[src/hw/rtl/pcmf_pkg.sv]
`default_nettype none
package pcmf_pkg;

	typedef enum logic [1:0] {
		MODE_ENC_L16 = 2'd0,
		MODE_DEC_L16 = 2'd1,
		MODE_ENC_L24 = 2'd2,
		MODE_DEC_L24 = 2'd3
	} mode_t;

	localparam logic [23:0] ENC_L16_SCALE = 24'd32767;
	localparam logic [23:0] ENC_L24_SCALE = 24'd8388607;
	localparam logic [23:0] L16_MASK      = 24'h00FFFF;

	typedef struct packed {
		logic [31:0] float_bits;
		logic [23:0] payload;
		logic        last;
	} result_t;

endpackage
`default_nettype wire

[src/hw/rtl/pcmf_encode.sv]
`default_nettype none
module pcmf_encode import pcmf_pkg::*; (
	input  wire logic [31:0] float_in,
	input  wire logic        is_l24,
	output logic      [23:0] code
);
	// Clamped |x| <= 1 times a 24-bit scale, rounded to single precision (RNE),
	// then truncated toward zero.
	logic        sgn;
	logic [7:0]  expo;
	logic [22:0] frac;
	logic        is_nan;
	logic        clamp_one;
	logic [23:0] mant;
	logic [23:0] scale;
	logic [47:0] prod;
	logic [5:0]  msb;
	logic [5:0]  lz;
	logic [47:0] norm;
	logic [23:0] m24;
	logic        rbit;
	logic        sticky;
	logic [24:0] mr;
	logic [7:0]  e2;
	logic [24:0] val;
	logic [8:0]  shamt;
	logic [23:0] mag;
	logic        neg;

	always_comb begin
		sgn    = float_in[31];
		expo   = float_in[30:23];
		frac   = float_in[22:0];
		is_nan = (expo == 8'hFF) && (frac != 23'd0);
		clamp_one = is_nan || (expo >= 8'd127);
		neg    = sgn && !is_nan;
		mant   = (expo == 8'd0) ? {1'b0, frac} : {1'b1, frac};
		scale  = is_l24 ? ENC_L24_SCALE : ENC_L16_SCALE;
		prod   = mant * scale;
		msb    = 6'd0;
		for (int i = 0; i < 48; i++) begin
			if (prod[i]) begin
				msb = 6'(i);
			end
		end
		lz     = 6'd47 - msb;
		norm   = prod << lz;
		m24    = norm[47:24];
		rbit   = norm[23];
		sticky = |norm[22:0];
		mr = {1'b0, m24} + {24'd0, rbit && (sticky || m24[0])};
		// The rounded product is mr * 2^(e2 + 24 - lz - 150).
		e2 = (expo == 8'd0) ? 8'd1 : expo;
		shamt = 9'd126 - {1'b0, e2} + {3'd0, lz};
		val = 25'd0;
		if (clamp_one) begin
			mag = scale;
		end else if (shamt > 9'd24) begin
			mag = 24'd0;
		end else begin
			val = mr >> shamt[4:0];
			mag = val[23:0];
		end
		code = neg ? (24'd0 - mag) : mag;
		if (!is_l24) begin
			code = code & L16_MASK;
		end
	end
endmodule
`default_nettype wire

[src/hw/rtl/pcmf_decode.sv]
`default_nettype none
module pcmf_decode import pcmf_pkg::*; (
	input  wire logic [23:0] payload_in,
	input  wire logic        is_l24,
	output logic      [31:0] float_bits
);
	logic [23:0] raw;
	logic        sgn;
	logic [23:0] mag;
	logic [4:0]  lead;
	logic [23:0] norm;
	logic [7:0]  expo;

	always_comb begin
		raw = is_l24 ? payload_in : {{8{payload_in[15]}}, payload_in[15:0]};
		sgn = raw[23];
		mag = sgn ? (24'd0 - raw) : raw;
		lead = 5'd0;
		for (int i = 0; i < 24; i++) begin
			if (mag[i]) begin
				lead = 5'(i);
			end
		end
		norm = mag << (5'd23 - lead);
		// The sample is divided by 2^23 for L24 and by 2^15 for L16.
		expo = 8'd127 - (is_l24 ? 8'd23 : 8'd15) + {3'd0, lead};
		if (mag == 24'd0) begin
			float_bits = 32'd0;
		end else begin
			float_bits = {sgn, expo, norm[22:0]};
		end
	end
endmodule
`default_nettype wire

[src/hw/rtl/pcm_float_sample_converter.sv]
// Channel | Direction | Handshake   | Fields
// in      | input     | valid/ready | mode, float_in, payload_in, last_in
// out     | output    | valid/ready | float_out, payload_out, last_out
// One beat per clock while the output is not stalled: an input register feeds
// the conversion logic and the result register.
// Both stages advance whenever the stage ahead is empty or being emptied.
// A stall on the output holds the result stage, and the input stage when it is full; in_ready follows the input stage.
// Reset clears the valid bits of both stages.
`default_nettype none
module pcm_float_sample_converter import pcmf_pkg::*; (
	input  wire logic        clk,
	input  wire logic        arst_n,
	input  wire logic        in_valid,
	output logic             in_ready,
	input  wire logic [1:0]  mode,
	input  wire logic [31:0] float_in,
	input  wire logic [23:0] payload_in,
	input  wire logic        last_in,
	output logic             out_valid,
	input  wire logic        out_ready,
	output logic      [31:0] float_out,
	output logic      [23:0] payload_out,
	output logic             last_out
);
	logic        v_s1;
	logic [1:0]  mode_s1;
	logic [31:0] float_s1;
	logic [23:0] pay_s1;
	logic        last_s1;
	logic        v_s2;
	result_t     res_s2;
	result_t     res;
	logic [23:0] enc;
	logic [31:0] dec;
	logic        adv2;
	logic        adv1;

	pcmf_encode u_enc (.float_in(float_s1), .is_l24(mode_s1[1]), .code(enc));
	pcmf_decode u_dec (.payload_in(pay_s1), .is_l24(mode_s1[1]), .float_bits(dec));

	always_comb begin
		res.last = last_s1;
		case (mode_t'(mode_s1))
			MODE_ENC_L16, MODE_ENC_L24: begin
				res.float_bits = 32'd0;
				res.payload    = enc;
			end
			default: begin
				res.float_bits = dec;
				res.payload    = 24'd0;
			end
		endcase
	end

	assign adv2     = !v_s2 || out_ready;
	assign adv1     = !v_s1 || adv2;
	assign in_ready = adv1;

	always_ff @(posedge clk or negedge arst_n) begin
		if (!arst_n) begin
			v_s1 <= 1'b0;
			v_s2 <= 1'b0;
		end else begin
			if (adv1) v_s1 <= in_valid;
			if (adv2) v_s2 <= v_s1;
		end
	end

	always_ff @(posedge clk) begin
		if (adv1 && in_valid) begin
			mode_s1  <= mode;
			float_s1 <= float_in;
			pay_s1   <= payload_in;
			last_s1  <= last_in;
		end
		if (adv2 && v_s1) begin
			res_s2 <= res;
		end
	end

	assign out_valid   = v_s2;
	assign float_out   = res_s2.float_bits;
	assign payload_out = res_s2.payload;
	assign last_out    = res_s2.last;
endmodule
`default_nettype wire

[config.mk]
export PLATFORM = sky130hd
export DESIGN_NAME = pcm_float_sample_converter
export DESIGN_NICKNAME = d
export VERILOG_FILES = /design/src/hw/rtl/pcmf_pkg.sv /design/src/hw/rtl/pcmf_encode.sv /design/src/hw/rtl/pcmf_decode.sv /design/src/hw/rtl/pcm_float_sample_converter.sv
export SDC_FILE = /design/constraint.sdc
export NUM_CORES = 1
export LEC_CHECK = 0
export BUFFER_PORTS_ARGS = -buffer_cell sky130_fd_sc_hd__buf_2
export CORE_AREA = 4 4 241 243
export CTS_CLUSTER_SIZE = 40
export DETAILED_ROUTE_END_ITERATION = 8
export DIE_AREA = 0 0 245 247
export GPL_TIMING_DRIVEN = 0
export PLACE_DENSITY = 0.72
export SLEW_MARGIN = 5
export SYNTH_ARGS = -nofsm -noshare
export SYNTH_HDL_FRONTEND = slang
export SYNTH_SLANG_ARGS = --single-unit
[constraint.sdc]
create_clock -name clk -period 20.4 [get_ports clk]
set_clock_uncertainty 0.05 [all_clocks]
set_input_delay 1.02 -clock clk [delete_from_list [all_inputs] [get_ports clk]]
set_output_delay 1.02 -clock clk [all_outputs]
set_load 0.005 [all_outputs]
# Yosys cells after proc, flatten, opt, wreduce, memory -nomap -nowiden
# Index checks and enable logic that the tools add are counted.
[classes] add_sub_neg=9 multipliers=1 shift=3 n_eq_ne=2 n_div=0 n_reduce_logical=20 n_mux=79 bitwise_logic=0 order_cmp=2
[ops] cell="6-bit two-way mux" count=46
[ops] cell="24-bit two-way mux" count=6
[ops] cell="24-bit by 24-bit multiplier with 48-bit output" count=1
[ops] cell="48-bit by 6-bit << shifter with 48-bit output" count=1
[ops] cell="1-bit by 24-bit subtractor with 24-bit output, first input constant" count=2
[ops] cell="5-bit two-way mux" count=9
[ops] cell="4-bit two-way mux" count=8
[ops] cell="24-bit by 1-bit adder with 25-bit output" count=1
[ops] cell="25-bit by 5-bit right shift with 24-bit output" count=1
[ops] cell="24-bit zero test" count=1
[ops] cell="24-bit by 5-bit << shifter with 23-bit output" count=1
[ops] cell="23-bit two-way mux" count=1
[ops] cell="23-bit nonzero test" count=1
[ops] cell="23-bit OR reduction" count=1
[ops] cell="3-bit two-way mux" count=4
[ops] cell="9-bit by 6-bit adder with 9-bit output" count=1
[ops] cell="9-bit by 5-bit > comparator with 1-bit output, second input constant" count=1
[ops] cell="7-bit by 8-bit subtractor with 9-bit output, first input constant" count=1
[ops] cell="8-bit by 5-bit adder with 8-bit output" count=1
[ops] cell="8-bit equality test, second input constant" count=1
[ops] cell="8-bit by 7-bit greater-or-equal comparator with 1-bit output, second input constant" count=1
[ops] cell="8-bit zero test" count=1
[ops] cell="8-bit two-way mux" count=1
[ops] cell="7-bit by 8-bit subtractor with 8-bit output, first input constant" count=1
[ops] cell="other kinds (12)" count=23
[word_totals] rom_bits=0 output_inout_bits=59 mem_count=0 ram_bits=0 register_bits=118 input_bits=63 latch_bits=0

# Longest topological paths before layout
[depth] ltp_word=61 ltp_mapped=59 ltp_nobuf=50

# By module
# Synthesis repeated with hierarchy kept, for this count alone.
[unflattened] hier_cells=3356 area_unflattened_um2=29512.1
[modules_own_cells] mod="pcmf_encode" area_per_inst_um2=22755.6 cells_per_inst=2786 seq_area_each_um2=0.0 n_inst=1
[modules_own_cells] mod="pcm_float_sample_converter" area_per_inst_um2=3983.8 cells_per_inst=186 seq_area_each_um2=3533.4 n_inst=1
[modules_own_cells] mod="pcmf_decode" area_per_inst_um2=2772.7 cells_per_inst=384 seq_area_each_um2=0.0 n_inst=1

# Least setup slack after synthesis
# OpenSTA, ideal clock, no wires.
[synth_timing] path_kind="register -> register" startpoint="register mode_s1[1]" endpoint="register res_s2, in the netlist payload_out[23], data pin" path_slack_ns=7.062 path_buffers=10 required_ns=20.215 arrival_ns=13.153 path_stages_with_launch=51 synth_period_minus_slack_ns=13.338 cell_sequence="edfxtp_1 -> clkbuf_1 -> clkbuf_1 -> clkbuf_1 -> and2_1 -> fa_1 -> inv_1 -> fa_1 -> inv_1 -> fa_1 -> fa_1 -> inv_1 -> fa_1 -> fa_1 -> fa_1 -> inv_1 -> ha_1 -> clkbuf_1 -> [15 not listed] -> mux2_2 -> a211o_1 -> and2_1 -> o21ai_0 -> ha_1 -> inv_1 -> a21oi_1 -> nand2_1 -> nor4_2 -> mux2i_1 -> nand3_1 -> a221o_1 -> a211o_1 -> nand4bb_1 -> clkbuf_1 -> or4_4 -> or4_1 -> nand3_1"
[synth_between] elab_chain_len=46 word_cells_on_any_way=52 cone_classes="4 x add/sub; 1 x mul; 1 x order compare; 1 x eq/ne; 2 x shift; 37 x mux; 6 x reduce/logical"
[synth_rtl] item="start: declaration" line="pcm_float_sample_converter.sv:26" source="logic [1:0] mode_s1;"
[synth_rtl] item="start signal: assignment" line="pcm_float_sample_converter.sv:71" source="mode_s1 <= mode;"
[synth_rtl] item="23-bit two-way mux" line="pcmf_encode.sv:38" source="scale = is_l24 ? ENC_L24_SCALE : ENC_L16_SCALE;"
[synth_rtl] item="24-bit by 24-bit multiplier with 48-bit output" line="pcmf_encode.sv:39" source="prod = mant * scale;"
[synth_rtl] item="6-bit two-way mux (33 in a row)" line="pcmf_encode.sv:42" source="if (prod[i]) begin"
[synth_rtl] item="6-bit subtractor" line="pcmf_encode.sv:46" source="lz = 6'd47 - msb;"
[synth_rtl] item="48-bit by 6-bit << shifter with 48-bit output" line="pcmf_encode.sv:47" source="norm = prod << lz;"
[synth_rtl] item="23-bit OR reduction" line="pcmf_encode.sv:50" source="sticky = |norm[22:0];"
[synth_rtl] item="1-bit logical OR" line="pcmf_encode.sv:51" source="mr = {1'b0, m24} + {24'd0, rbit && (sticky || m24[0])};"
[synth_rtl] item="1-bit logical AND" line="pcmf_encode.sv:51"
[synth_rtl] item="24-bit by 1-bit adder with 25-bit output" line="pcmf_encode.sv:51"
[synth_rtl] item="25-bit by 5-bit right shift with 24-bit output" line="pcmf_encode.sv:61" source="val = mr >> shamt[4:0];"
[synth_rtl] item="24-bit two-way mux" line="pcmf_encode.sv:58" source="end else if (shamt > 9'd24) begin"
[synth_rtl] item="24-bit two-way mux" line="pcmf_encode.sv:56" source="if (clamp_one) begin"
[synth_rtl] item="1-bit by 24-bit subtractor with 24-bit output" line="pcmf_encode.sv:64" source="code = neg ? (24'd0 - mag) : mag;"
[synth_rtl] item="24-bit two-way mux" line="pcmf_encode.sv:64"
[synth_rtl] item="end signal: assignment" line="pcm_float_sample_converter.sv:77" source="res_s2 <= res;"
[synth_rtl] item="end: declaration" line="pcm_float_sample_converter.sv:31" source="result_t res_s2;"
# Several ways; a longest one is shown, not always the timed one.
# A chain may end at the register's enable or synchronous reset.

# Worst setup path in the final report
[layout_timing] startpoint="register mode_s1[1]" endpoint="register res_s2, in the netlist payload_out[22], data pin"
# Same word-level chain as after synthesis.

==> impl_metrics.py <==
metrics = {
    "status": {
        "status": "finished, final reports clean",
    },
    "synthesis": {
        "yosys_warnings": 0,
        "ys_ff_latch": 117,
        "synth-adder-area-share_pct": 35.2,
        "synthDistinctLibCells": 115,
        "synth_edf_count": 115,
        "netlist_area_sq_um": 28200,
        "synth_top_family_by_area": "adder cells",
        "synth_commonest_cells": "470 x inv_1, 374 x fa_1, 218 x nor2_1",
        "yosysTopAreaCellShare_pct": 26.6,
        "synth_top_flop_cell": "edfxtp_1",
        "synth.largest_area_cell": "fa_1",
        "ys_async_sr_fraction_pct": 1.71,
        "syn_nets": 3864,
        "seq_area_frac_synth_pct": 12.4,
        "synth.area.mux_share_pct": 4.31,
        "synth_cells": 3234,
        "synth_compound_area_share_pct": 20.1,
        "yosysMostFrequentCell": "inv_1",
        "yosys.area_share.simple_pct": 16.6,
        "netlist_top_cells_area": "fa_1 27%, edfxtp_1 12%, ha_1 8.6%",
        "synth_xor_area_share_pct": 2.49,
        "avgSynthCellArea_sq_um": 8.71,
    },
    "timing": {
        "finalCritPeriodShare_pct": 92.7,
        "setup-tns-final_ps": 0,
        "worst_pin_slew_ps": 1440,
        "slew_violations": 0,
        "slew-limit-headroom_pct": 4.12,
        "period_needed_ps": 18920,
        "finalHoldViolations": 0,
        "fmax_mhz": 52.9,
        "grt_setup_unrepaired": "false",
        "setup-violations-final": 0,
    },
    "cts": {
        "cts_made_buffers": 17,
        "insertion_delay_ps": 500,
        "ctsLongestPathBuffers": 2,
        "h-tree-depth": 4,
        "cts_sinks": 117,
        "cts_setup_buffers": 0,
        "root_buffer": "clkbuf_16",
        "cts.clk_slew.worst_paths_ps": 70,
        "ctsResizeCount": 0,
        "cts_tree": "yes",
        "postCtsHoldBufs": 0,
    },
    "floorplanning": {
        "initial_utilization_pct": 50.3,
        "chipHeight_um": 247,
        "io_pins": 122,
        "rows": 87,
        "fp.dieW_um": 245,
        "die_area_sq_um": 60500,
        "coreArea_sq_um": 56000,
    },
    "worst_setup_path": {
        "critPathSlowestCell": "clkbuf_1",
        "critical-path-max-stage-delay_ps": 1110,
        "cp_data_required_time_ps": 20550,
        "r2r_cells": 51,
        "worstPathArrival_ps": 19070,
        "critPathTopFamily": "buffers and inverters",
        "rr_startpoint": "mode_s1[1]$_DFFE_PP_",
        "crit_path_end_kind": "register",
        "r2r-end": "payload_out[22]$_SDFFCE_PN0P_",
        "regToRegSetupSlack_ps": 1480,
        "path_common_cell": "fa_1",
        "worstSetupStartpointType": "register",
        "cp_num_buf_inv": 18,
        "cp_max_fo": 10,
        "critPathKind": "register to register",
    },
    "final_layout": {
        "area_growth_pct": 7.91,
        "drive_gt1_share_pct": 9.08,
        "final_nets": 4008,
        "utilization_pct": 54.3,
        "final_cell_area_sq_um": 30400,
    },
    "global_routing": {
        "grt_pass1_wl_um": 160000,
        "antenna_found_initial": 2,
        "grt_use_total_pct": 34.7,
        "grt_overflow_total": 0,
        "grt_pass1_vias": 25354,
        "grt_max_degree": 44,
    },
    "drt": {
        "topRoutingLayerUsed": "met5",
        "dr_wl_met3_um": 10800,
        "drcViolationCount": 0,
        "wl_met1_um": 46200,
        "wl_per_cell_um": 25.3,
        "first_pass_iters": 6,
        "drtIter0Drc": 3159,
        "dr_total_vias": 26412,
        "wl_met2_um": 43400,
        "routed_wl_um": 105000,
        "vias_per_cell": 6.37,
        "drtAntennaViolNets": 0,
    },
    "run": {
        "maxCapViolations": 0,
    },
    "placed_design": {
        "io_buffers": 121,
        "dp_hpwl_um": 86600,
        "place.gp.congestion": 1.10,
        "placed_cell_area_sq_um": 29800,
    },
    "hold_path": {
        "min_path_type": "input pin to async pin",
    },
}
==> flip-flops by register name, summed over array words and instances, names as in the netlist <==
| register | cells |
|---|---|
| float_out | 31 |
| float_s1 | 32 |
| last_out | 1 |
| last_s1 | 1 |
| mode_s1 | 2 |
| out_valid | 1 |
| pay_s1 | 24 |
| payload_out | 24 |
| v_s1 | 1 |
==> how the worst max path moves through the flow <==
stage               depth (start not counted)                 start  slack [ps]                            end
floorplan                                  50  mode_s1[1]$_DFFE_PP_        7060  payload_out[23]$_SDFFCE_PN0P_
global placement                           47  mode_s1[1]$_DFFE_PP_        2000  payload_out[22]$_SDFFCE_PN0P_
detailed placement                         50  mode_s1[1]$_DFFE_PP_        2140  payload_out[22]$_SDFFCE_PN0P_
CTS                                        50  mode_s1[1]$_DFFE_PP_        2070  payload_out[22]$_SDFFCE_PN0P_
global route                               49  mode_s1[1]$_DFFE_PP_         670  payload_out[12]$_SDFFCE_PN0P_
finish                                     51  mode_s1[1]$_DFFE_PP_        1480  payload_out[22]$_SDFFCE_PN0P_
==> placed cells by master (no fill, tap or decap), types with 44 or more instances in the layout <==
master	Yosys	final
xnor2_1	53	53
inv_1	470	470
a211oi_1	44	44
mux2i_1	82	82
a21oi_1	162	162
nand2_1	198	198
and2_1	58	56
nor3_1	89	88
edfxtp_1	115	115
ha_1	193	193
o211ai_1	46	46
fa_1	374	374
buf_2	24	145
clkbuf_1	90	90
o21ai_0	127	127
nor2_1	218	218
nand3_1	130	130
==> area by class of cell <==
class,instances,area (sq um)
antenna,1,2.50
tap,756,946
timing repair buffer,125,668
fill,5257,25600
multi-input combinational,2493,22200
clock inverter,15,158
sequential,117,3500
inverter,480,1800
clock buffer,17,425
buffer,144,688
==> stage by stage <==
| step | std cells | hold slack (ps) | setup WS (ps) |
|---|---|---|---|
| 2_1_floorplan | 3234 | 350 | 7060 |
| 3_3_place_gp | 4111 | 355 | 2000 |
| 3_5_place_dp | 4115 | 370 | 2140 |
| 4_1_cts | 4147 | 225 | 2070 |
| 5_1_grt | 4148 | 242 | 674 |
| 6_report | 4148 | 257 | 1480 |
==> kinds of logic (layout without fill, tap and decap cells) <==
| logic type | Yosys count | after routing |
|---|---|---|
| buf+inv | 624 | 781 |
| flops | 117 | 117 |
| fa+ha+maj | 567 | 567 |
| other cells | 1 | 2 |
| simple gates | 930 | 930 |
| xor+xnor | 80 | 80 |
| mux | 113 | 113 |
| compound gates | 802 | 802 |
==> metal layers <==
| layer | vias up | track usage, % |
|---|---|---|
| met4 | 2 | 12.5 |
| met3 | 287 | 8.44 |
| li1 | 11809 | - |
| met2 | 1515 | 50.1 |
| met1 | 12799 | 50.8 |
| met5 | - | 0 |
Power is left out: the tool's default activity adds up to more than one toggle a clock period on the data nets, which glitch-free logic cannot reach.
